===== config.mk =====
export PLATFORM = sky130hd
export DESIGN_NAME = rc_frame_crc8_deframer
export DESIGN_NICKNAME = d
export VERILOG_FILES = /design/src/rcfd_pkg.sv /design/src/rcfd_ram.sv /design/src/rcfd_ctrl.sv /design/src/rcfd_datapath.sv /design/src/rc_frame_crc8_deframer.sv
export SDC_FILE = /design/constraint.sdc
export NUM_CORES = 1
export LEC_CHECK = 0
export ABC_CLOCK_PERIOD_IN_PS = 10200
export BUFFER_PORTS_ARGS = -buffer_cell sky130_fd_sc_hd__clkbuf_2
export CAP_MARGIN = 30
export CORE_ASPECT_RATIO = 1.25
export CORE_MARGIN = 3
export CORE_UTILIZATION = 55
export DETAILED_ROUTE_END_ITERATION = 10
export PLACE_DENSITY = 0.73
export SLEW_MARGIN = 20
export SYNTH_ARGS = -nofsm -noshare
export SYNTH_HDL_FRONTEND = slang
export SYNTH_SLANG_ARGS = --single-unit

===== constraint.sdc =====
create_clock -name aclk -period 10.2 [get_ports aclk]
set_input_delay 1.02 -clock aclk [delete_from_list [all_inputs] [get_ports aclk]]
set_output_delay 1.02 -clock aclk [all_outputs]
set_load 0.02 [all_outputs]

===== src/rcfd_pkg.sv =====
// ----------------------------------------------------------------------------
// rcfd_pkg
// shared types, codes and the crc-8 byte update of the frame deframer
// ----------------------------------------------------------------------------
package rcfd_pkg;

    localparam int HEADER_BYTES = 5;
    localparam logic [9:0] POS_MAX = 10'h3FF;

    localparam logic [7:0] CRC_POLY = 8'h07;

    localparam logic [2:0] HDR_MAGIC = 3'd0;
    localparam logic [2:0] HDR_TYPE  = 3'd1;
    localparam logic [2:0] HDR_SEQ   = 3'd2;
    localparam logic [2:0] HDR_FLAGS = 3'd3;
    localparam logic [2:0] HDR_COUNT = 3'd4;

    localparam logic [2:0] CFG_MAGIC   = 3'd0;
    localparam logic [2:0] CFG_TYPE_CT = 3'd1;
    localparam logic [2:0] CFG_TYPE_ST = 3'd2;
    localparam logic [2:0] CFG_TYPE_PR = 3'd3;
    localparam logic [2:0] CFG_LIMIT   = 3'd4;

    localparam logic [1:0] STS_OK    = 2'd0;
    localparam logic [1:0] STS_SHORT = 2'd1;
    localparam logic [1:0] STS_CRC   = 2'd2;
    localparam logic [1:0] STS_BAD   = 2'd3;

    typedef enum logic [1:0] {
        ST_RECV,
        ST_READ,
        ST_SHOW
    } state_t;

    typedef struct packed {
        logic take;
        logic read;
        logic advance;
    } cmd_t;

    typedef struct packed {
        logic single;
        logic words;
        logic last;
    } sts_t;

    function automatic logic [7:0] crc8_next(input logic [7:0] crc, input logic [7:0] b);
        logic [7:0] c;
        c = crc ^ b;
        for (int i = 0; i < 8; i++) begin
            if (c[7]) begin
                c = {c[6:0], 1'b0} ^ CRC_POLY;
            end else begin
                c = {c[6:0], 1'b0};
            end
        end
        return c;
    endfunction

endpackage


===== src/rcfd_ram.sv =====
// ----------------------------------------------------------------------------
// rcfd_ram
// simple dual-port ram, one write and one registered read port
// ----------------------------------------------------------------------------
module rcfd_ram #(
    parameter int WIDTH = 16,
    parameter int DEPTH = 16
) (
    input  logic                     aclk,
    input  logic                     wr_en,
    input  logic [$clog2(DEPTH)-1:0] wr_addr,
    input  logic [WIDTH-1:0]         wr_data,
    input  logic                     rd_en,
    input  logic [$clog2(DEPTH)-1:0] rd_addr,
    output logic [WIDTH-1:0]         rd_data
);

    logic [WIDTH-1:0] mem_reg [DEPTH];
    logic [WIDTH-1:0] rd_data_reg;

    always_ff @(posedge aclk) begin
        if (wr_en) begin
            mem_reg[wr_addr] <= wr_data;
        end
        if (rd_en) begin
            rd_data_reg <= mem_reg[rd_addr];
        end
    end

    assign rd_data = rd_data_reg;

endmodule


===== src/rcfd_ctrl.sv =====
// ----------------------------------------------------------------------------
// rcfd_ctrl
// controller: byte intake, word readout and result handshake
// ----------------------------------------------------------------------------
module rcfd_ctrl (
    input  logic           aclk,
    input  logic           aresetn,
    input  logic           s_tvalid,
    output logic           s_tready,
    output logic           m_tvalid,
    input  logic           m_tready,
    input  rcfd_pkg::sts_t sts,
    output rcfd_pkg::cmd_t cmd
);

    rcfd_pkg::state_t state_reg;
    rcfd_pkg::state_t state_next;

    always_ff @(posedge aclk) begin
        if (!aresetn) begin
            state_reg <= rcfd_pkg::ST_RECV;
        end else begin
            state_reg <= state_next;
        end
    end

    always_comb begin
        state_next = state_reg;
        case (state_reg)
            rcfd_pkg::ST_RECV: begin
                if (s_tvalid && sts.words) begin
                    state_next = rcfd_pkg::ST_READ;
                end else if (s_tvalid && sts.single) begin
                    state_next = rcfd_pkg::ST_SHOW;
                end
            end
            rcfd_pkg::ST_READ: begin
                state_next = rcfd_pkg::ST_SHOW;
            end
            rcfd_pkg::ST_SHOW: begin
                if (m_tready) begin
                    state_next = sts.last ? rcfd_pkg::ST_RECV : rcfd_pkg::ST_READ;
                end
            end
            default: begin
                state_next = rcfd_pkg::ST_RECV;
            end
        endcase
    end

    always_comb begin
        s_tready    = 1'b0;
        m_tvalid    = 1'b0;
        cmd.take    = 1'b0;
        cmd.read    = 1'b0;
        cmd.advance = 1'b0;
        case (state_reg)
            rcfd_pkg::ST_RECV: begin
                s_tready = 1'b1;
                cmd.take = s_tvalid;
            end
            rcfd_pkg::ST_READ: begin
                cmd.read = 1'b1;
            end
            rcfd_pkg::ST_SHOW: begin
                m_tvalid    = 1'b1;
                cmd.advance = m_tready && !sts.last;
            end
            default: begin
                s_tready = 1'b0;
            end
        endcase
    end

endmodule


===== src/rcfd_datapath.sv =====
// ----------------------------------------------------------------------------
// rcfd_datapath
// crc, header capture, word buffer, checks and result registers
// ----------------------------------------------------------------------------
module rcfd_datapath #(
    parameter int MAX_WORDS = 16
) (
    input  logic           aclk,
    input  logic           aresetn,
    input  logic           cfg_wr_en,
    input  logic [2:0]     cfg_addr,
    input  logic [7:0]     cfg_wr_data,
    input  logic [7:0]     rx_byte,
    input  logic           frame_start,
    input  logic           buffer_end,
    input  rcfd_pkg::cmd_t cmd,
    output rcfd_pkg::sts_t sts,
    output logic [1:0]     status,
    output logic [7:0]     frame_kind,
    output logic [7:0]     sequence_res,
    output logic [7:0]     flag_bits,
    output logic [4:0]     word_count,
    output logic           has_word,
    output logic [3:0]     word_index,
    output logic [15:0]    word_value
);

    localparam int IW = $clog2(MAX_WORDS);
    localparam logic [9:0] HDR_LEN = 10'(rcfd_pkg::HEADER_BYTES);

    logic [7:0]  magic_cfg_reg;
    logic [7:0]  type_ct_reg;
    logic [7:0]  type_st_reg;
    logic [7:0]  type_pr_reg;
    logic [4:0]  limit_cfg_reg;

    logic [9:0]  pos_reg;
    logic [7:0]  crc_reg;
    logic [7:0]  magic_reg;
    logic [7:0]  type_reg;
    logic [7:0]  seq_reg;
    logic [7:0]  flags_reg;
    logic [7:0]  count_reg;
    logic [7:0]  low_reg;
    logic        done_reg;

    logic [1:0]  out_status_reg;
    logic [7:0]  out_kind_reg;
    logic [7:0]  out_seq_reg;
    logic [7:0]  out_flags_reg;
    logic [4:0]  out_count_reg;
    logic        out_has_reg;
    logic [IW-1:0] idx_reg;

    logic [9:0]  p;
    logic [7:0]  crc_cur;
    logic [7:0]  crc_new;
    logic        active;
    logic        at_end;
    logic        finish;
    logic        proc;
    logic [9:0]  end_pos;
    logic [9:0]  off;
    logic [8:0]  widx;
    logic        store_en;
    logic [5:0]  limit;
    logic        crc_bad;
    logic        hdr_bad;
    logic        good_words;
    logic        single_ev;
    logic [1:0]  single_status;
    logic [15:0] rd_data;

    always_comb begin
        p          = frame_start ? 10'd0 : pos_reg;
        crc_cur    = frame_start ? 8'd0 : crc_reg;
        crc_new    = rcfd_pkg::crc8_next(crc_cur, rx_byte);
        active     = frame_start || !done_reg;
        end_pos    = HDR_LEN + {1'b0, count_reg, 1'b0};
        at_end     = (p >= HDR_LEN) && (p == end_pos);
        finish     = active && at_end;
        proc       = active && !at_end;
        off        = p - HDR_LEN;
        widx       = off[9:1];
        store_en   = cmd.take && proc && (p >= HDR_LEN) && off[0]
                     && (widx < 9'(MAX_WORDS));
        limit      = (6'(limit_cfg_reg) > 6'(MAX_WORDS)) ? 6'(MAX_WORDS)
                                                          : 6'(limit_cfg_reg);
        crc_bad    = crc_cur != rx_byte;
        hdr_bad    = (magic_reg != magic_cfg_reg)
                     || ((type_reg != type_ct_reg) && (type_reg != type_st_reg)
                         && (type_reg != type_pr_reg))
                     || (count_reg > 8'(limit));
        good_words = finish && !crc_bad && !hdr_bad && (count_reg != 8'd0);
        single_ev  = (finish && !good_words) || (proc && buffer_end);
        if (proc) begin
            single_status = rcfd_pkg::STS_SHORT;
        end else if (crc_bad) begin
            single_status = rcfd_pkg::STS_CRC;
        end else if (hdr_bad) begin
            single_status = rcfd_pkg::STS_BAD;
        end else begin
            single_status = rcfd_pkg::STS_OK;
        end
    end

    assign sts.single = cmd.take && single_ev;
    assign sts.words  = cmd.take && good_words;
    assign sts.last   = !out_has_reg || ((8'(idx_reg) + 8'd1) == count_reg);

    always_ff @(posedge aclk) begin
        if (!aresetn) begin
            magic_cfg_reg <= 8'd0;
            type_ct_reg   <= 8'd0;
            type_st_reg   <= 8'd1;
            type_pr_reg   <= 8'd2;
            limit_cfg_reg <= 5'd16;
        end else if (cfg_wr_en) begin
            case (cfg_addr)
                rcfd_pkg::CFG_MAGIC:   magic_cfg_reg <= cfg_wr_data;
                rcfd_pkg::CFG_TYPE_CT: type_ct_reg   <= cfg_wr_data;
                rcfd_pkg::CFG_TYPE_ST: type_st_reg   <= cfg_wr_data;
                rcfd_pkg::CFG_TYPE_PR: type_pr_reg   <= cfg_wr_data;
                rcfd_pkg::CFG_LIMIT:   limit_cfg_reg <= cfg_wr_data[4:0];
                default: begin
                end
            endcase
        end
    end

    // a frame start always lands in the proc branch, with p and crc_cur at zero
    always_ff @(posedge aclk) begin
        if (!aresetn) begin
            pos_reg   <= 10'd0;
            crc_reg   <= 8'd0;
            magic_reg <= 8'd0;
            type_reg  <= 8'd0;
            seq_reg   <= 8'd0;
            flags_reg <= 8'd0;
            count_reg <= 8'd0;
            low_reg   <= 8'd0;
            done_reg  <= 1'b1;
        end else if (cmd.take) begin
            if (finish) begin
                done_reg <= 1'b1;
            end else if (proc) begin
                crc_reg <= crc_new;
                if (p < HDR_LEN) begin
                    case (p[2:0])
                        rcfd_pkg::HDR_MAGIC: magic_reg <= rx_byte;
                        rcfd_pkg::HDR_TYPE:  type_reg  <= rx_byte;
                        rcfd_pkg::HDR_SEQ:   seq_reg   <= rx_byte;
                        rcfd_pkg::HDR_FLAGS: flags_reg <= rx_byte;
                        default:             count_reg <= rx_byte;
                    endcase
                end else if (!off[0]) begin
                    low_reg <= rx_byte;
                end
                pos_reg  <= (p < rcfd_pkg::POS_MAX) ? p + 10'd1 : p;
                done_reg <= buffer_end;
            end
        end
    end

    // result registers
    always_ff @(posedge aclk) begin
        if (sts.single) begin
            out_status_reg <= single_status;
            out_has_reg    <= 1'b0;
            idx_reg        <= '0;
            out_count_reg  <= 5'd0;
            if (finish && !crc_bad && !hdr_bad) begin
                out_kind_reg  <= type_reg;
                out_seq_reg   <= seq_reg;
                out_flags_reg <= flags_reg;
            end else begin
                out_kind_reg  <= 8'd0;
                out_seq_reg   <= 8'd0;
                out_flags_reg <= 8'd0;
            end
        end else if (sts.words) begin
            out_status_reg <= rcfd_pkg::STS_OK;
            out_has_reg    <= 1'b1;
            idx_reg        <= '0;
            out_count_reg  <= count_reg[4:0];
            out_kind_reg   <= type_reg;
            out_seq_reg    <= seq_reg;
            out_flags_reg  <= flags_reg;
        end else if (cmd.advance) begin
            idx_reg <= idx_reg + IW'(1);
        end
    end

    rcfd_ram #(
        .WIDTH(16),
        .DEPTH(MAX_WORDS)
    ) u_word_ram (
        .aclk    (aclk),
        .wr_en   (store_en),
        .wr_addr (widx[IW-1:0]),
        .wr_data ({rx_byte, low_reg}),
        .rd_en   (cmd.read),
        .rd_addr (idx_reg),
        .rd_data (rd_data)
    );

    assign status       = out_status_reg;
    assign frame_kind   = out_kind_reg;
    assign sequence_res = out_seq_reg;
    assign flag_bits    = out_flags_reg;
    assign word_count   = out_count_reg;
    assign has_word     = out_has_reg;
    assign word_index   = 4'(idx_reg);
    assign word_value   = out_has_reg ? rd_data : 16'd0;

endmodule


===== src/rc_frame_crc8_deframer.sv =====
// ----------------------------------------------------------------------------
// rc_frame_crc8_deframer
// crc-8 checked frame deframer with buffered 16-bit channel words
// ----------------------------------------------------------------------------
// the slave channel takes one frame byte per request: tdata is the byte,
// tuser marks offset zero of a new frame, tlast marks the end of the buffer.
// header and channel bytes are stored as they are taken. the crc byte ends
// the frame, or a tlast byte cuts it short, and a single result (error, short
// buffer or empty frame) follows in the next cycle. a good frame gives one
// result per channel word, each read from the word ram in turn (ram read,
// then output register), and holds the slave side until its last word is
// taken. s_tready is low while results are out; a stalled master side holds
// the output register and with it the whole block.
// reset clears the controller, restores the register defaults and leaves the
// block idle: bytes are ignored until one with a frame start arrives.
// configuration registers are written through cfg_wr_en, cfg_addr and
// cfg_wr_data: 0 magic, 1 control type, 2 status type, 3 pairing type,
// 4 channel limit.
// ----------------------------------------------------------------------------
module rc_frame_crc8_deframer #(
    parameter int MAX_WORDS = 16
) (
    input  logic        aclk,
    input  logic        aresetn,
    input  logic        cfg_wr_en,
    input  logic [2:0]  cfg_addr,
    input  logic [7:0]  cfg_wr_data,
    input  logic        s_tvalid,
    output logic        s_tready,
    input  logic [7:0]  s_tdata,   // rx_byte
    input  logic [0:0]  s_tuser,   // frame_start
    input  logic        s_tlast,
    output logic        m_tvalid,
    input  logic        m_tready,
    // frame_kind, sequence_res, flag_bits, word_count, word_index, word_value
    output logic [55:0] m_tdata,
    output logic [2:0]  m_tuser,   // status, has_word
    output logic        m_tlast
);

    rcfd_pkg::cmd_t cmd;
    rcfd_pkg::sts_t sts;

    logic [1:0]  status;
    logic [7:0]  frame_kind;
    logic [7:0]  sequence_res;
    logic [7:0]  flag_bits;
    logic [4:0]  word_count;
    logic        has_word;
    logic [3:0]  word_index;
    logic [15:0] word_value;

    rcfd_ctrl u_ctrl (
        .aclk     (aclk),
        .aresetn  (aresetn),
        .s_tvalid (s_tvalid),
        .s_tready (s_tready),
        .m_tvalid (m_tvalid),
        .m_tready (m_tready),
        .sts      (sts),
        .cmd      (cmd)
    );

    rcfd_datapath #(
        .MAX_WORDS(MAX_WORDS)
    ) u_datapath (
        .aclk         (aclk),
        .aresetn      (aresetn),
        .cfg_wr_en    (cfg_wr_en),
        .cfg_addr     (cfg_addr),
        .cfg_wr_data  (cfg_wr_data),
        .rx_byte      (s_tdata),
        .frame_start  (s_tuser[0]),
        .buffer_end   (s_tlast),
        .cmd          (cmd),
        .sts          (sts),
        .status       (status),
        .frame_kind   (frame_kind),
        .sequence_res (sequence_res),
        .flag_bits    (flag_bits),
        .word_count   (word_count),
        .has_word     (has_word),
        .word_index   (word_index),
        .word_value   (word_value)
    );

    assign m_tdata = {7'd0, word_value, word_index, word_count,
                      flag_bits, sequence_res, frame_kind};
    assign m_tuser = {has_word, status};
    assign m_tlast = sts.last;

endmodule


==> flow_summary.toml <==
[clock_network]
post_cts_buffers = 0
h-tree-depth = 2
cts_max_path_buffers = 3
cts_hold_buffers = 0
numCtsBuffers = 40
root_buffer = "clkbuf_16"
cts_resized = 0
path_clk_slew_ns = 0.06
clk_latency_ns = 0.54
cts_tree = "built"
clkSinkCount = 414

[floorplan]
start_util_pct = 56.1
fp-row-count = 72
io_pins = 88
die_area_um2 = 34000
die_x_um = 166
die_h_um = 205
core_region_area_um2 = 31200

[setup_path]
end_kind = "register"
regToRegEndpoint = "u_datapath.sequence_res[2]$_DFFE_PP_"
reg2reg_depth = 10
worst-setup-path-type = "primary input to register"
worstPathCellList = "clkbuf_2 > nor2b_1 > inv_1 > ha_1 > nand2b_1 > a41oi_4 > o211ai_2 > nor4_4 > and2_1 > nor2_1 > inv_2"
critical_path_required_ns = 10.35
cp_slowest_cell = "nor2b_1"
cp-start-kind = "primary input"
critPathMaxFanout = 36
critPathArrivalTime_ns = 4.71
r2r_slack_ns = 6.28
cp_top_family = "simple AND/OR/NAND/NOR gates"
r2r-start = "u_datapath.pos_reg[0]$_SDFFE_PN0P_"
cpPeakStageDelay_ns = 0.55
crit_buf_inv = 3

[layout]
fin_area_um2 = 19700
area_delta_synth_final_pct = 12.5
final_cell_mix = "298 x edfxtp_1, 161 x nand2_1, 114 x dfxtp_1, 80 x mux4_2, 80 x clkbuf_2"
final_layout_size_suffix_gt1_share_pct = 21.3
mostFrequentLayoutCell = "edfxtp_1"
fillers = 2312
largest_reg_flops = 256
diodes = 0
nets = 1357
layout.cells.non_filler = 1752

[worst_hold_path]
hp-start = "u_datapath.seq_reg[1]$_SDFFE_PN0P_"
whs_path_depth = 2
hold_path.class = "register to register"
hold_end = "u_datapath.seq_reg[1]$_SDFFE_PN0P_"

[grt]
grt_antenna_before_repair = 1
grt_pass1_wl_mm = 63.1
grt_util_all_layers_pct = 25.1
gr-total-overflow = 0
grt_max_degree = 74
grt_pass1_vias = 10500

[synthesis]
ys_types = 67
yosys-top-cells-area = "edfxtp_1 51%, dfxtp_1 13%, mux4_2 10%"
syn_avg_cell_area_um2 = 14.2
synth_top_flop_cell = "edfxtp_1"
synth_edf_count = 298
synth.cell_area_um2 = 17500
async_flop_share_pct = 0
synth_top_area_share_pct = 51.1
yosysWarnings = 0
ys_ff_latch = 414
syn_inst = 1234
ys_seq_area_share_pct = 64.4
yosysTopAreaCell = "edfxtp_1"

[routing]
drt-initial-drc-count = 1000
ant_nets = 0
drc = 0
avgRoutedWirePerCell_um = 23.6
first_pass_iters = 6
routed_wl_mm = 41.3
viasPerCell = 5.94
via_count = 10400

[flow_run]
maxCapViolCount = 0

[pwr]
p_per_area_nw_per_um2 = 174
fin_total_pwr_uw = 3420
peakVddDrop_mv = 0.132
leakage_uw = 0.00622

[sta]
skew_ns = 0.0191
tightest_slew_ns = 0.942
period_share_pct = 44.7
fin_crit_ns = 4.56
grt_setup_unrepaired = "false"
whs_ns = 0.451
slew_viol_final = 0
max_slew_margin_pct = 37.2
finalSetupViolCount = 0
max_freq_mhz = 219
fin_tns_setup_ns = 0
final-hold-violation-count = 0

[place]
port_buffers = 80
gp_congestion = 0.901
place_inst = 1678
dpl-instance-area_um2 = 18400
hpwl_mm = 26.4

[status]
status = "completed"
==> layout make-up <==
cell class	count	area (um^2)	share of cell area, %
Multi-Input combinational cell	736	5920	30.1
Clock buffer	48	1060	5.40
Sequential cell	414	11300	57.3
Clock inverter	24	231	1.18
Inverter	15	56.3	0.286
Timing Repair Buffer	108	634	3.22
Tap cell	407	509	2.59
==> layer usage <==
| layer | GRT usage (%) | vias to the layer above | part of all wire [%] |
|---|---|---|---|
| met1 | 31.5 | 5166 | 38 |
| met4 | 11.3 | 2 | 4.9 |
| met3 | 4.39 | 98 | 5.8 |
| li1 | - | 4761 | - |
| met5 | 0 | - | 0.032 |
| met2 | 42.5 | 378 | 51 |
==> tightest hold or removal path: cells and delay by family, from the launching register on <==
kind	cells	cell delay, ns
flops	1	0.30
simple gates	1	0.05
compound gates	1	0.05
==> cells by family (layout without fill, tap and decap cells) <==
family | Yosys count | after routing | share of synthesized area, %
AND/OR/NAND/NOR | 393 | 393 | 11.3
XOR/XNOR | 76 | 76 | 3.93
buffers and inverters | 90 | 195 | 2.47
other | 1 | 7 | 0.0214
flip-flops | 414 | 414 | 64.4
multiplexers | 111 | 111 | 12.1
AO/OA/AOI/OAI | 133 | 133 | 4.69
adder cells (fa/ha/maj) | 16 | 16 | 1.14
==> per-stage QoR <==
| stage | utilization, % | setup slack [ns] |
|---|---|---|
| after floorplan | - | 5.06 |
| after global placement | 58.9 | 5.36 |
| after detailed placement | 58.9 | 5.14 |
| after CTS | 63.1 | 5.62 |
| after global routing | 63.2 | 5.33 |
| final | 63.2 | 5.64 |
==> synth_stat cells (2+ instances only) <==
master / number
or4_1: 2
xnor2_1: 49
or3_1: 2
a311oi_1: 2
o22ai_1: 3
or2_2: 2
dfxtp_1: 116
ha_1: 16
nand4_1: 7
o21ai_1: 2
nor4_1: 24
clkbuf_1: 40
mux4_2: 80
buf_4: 11
inv_1: 13
o31ai_1: 3
nand2b_1: 6
edfxtp_1: 298
a31oi_1: 3
buf_6: 4
and3_1: 11
xor2_1: 25
o21bai_1: 2
nor2b_1: 19
inv_2: 2
nor4b_1: 2
nor4_4: 3
nand2_1: 161
mux2i_1: 31
nor2_1: 39
buf_2: 17
and2_1: 49
a21oi_2: 2
a211oi_1: 8
nand3_1: 51
a21oi_1: 78
o21a_1: 2
o21ai_0: 12
a32oi_1: 2
nor3_1: 7
buf_1: 2
==> report_power, final <==
group	switching, uW	internal (uW)	leakage (uW)
logic	97.4	43.9	0.00223
registers	10.6	1800	0.00335
clock network	619	848	0.000640
==> worst max path at each step <==
stage                       start                                             end  slack (ns)  depth (start not counted)
after floorplan           s_tuser   u_datapath.u_word_ram.mem_reg[0][0]$_DFFE_PP_        5.06                         13
after global placement    s_tuser              u_datapath.frame_kind[1]$_DFFE_PP_        5.36                         11
after detailed placement  s_tuser  u_datapath.u_word_ram.mem_reg[0][10]$_DFFE_PP_        5.14                         12
after CTS                 s_tuser   u_datapath.u_word_ram.mem_reg[1][8]$_DFFE_PP_        5.62                         12
after global routing      s_tuser            u_datapath.sequence_res[2]$_DFFE_PP_        5.33                         11
final                     s_tuser            u_datapath.sequence_res[2]$_DFFE_PP_        5.64                         11
(Power assumes the default switching activity.)
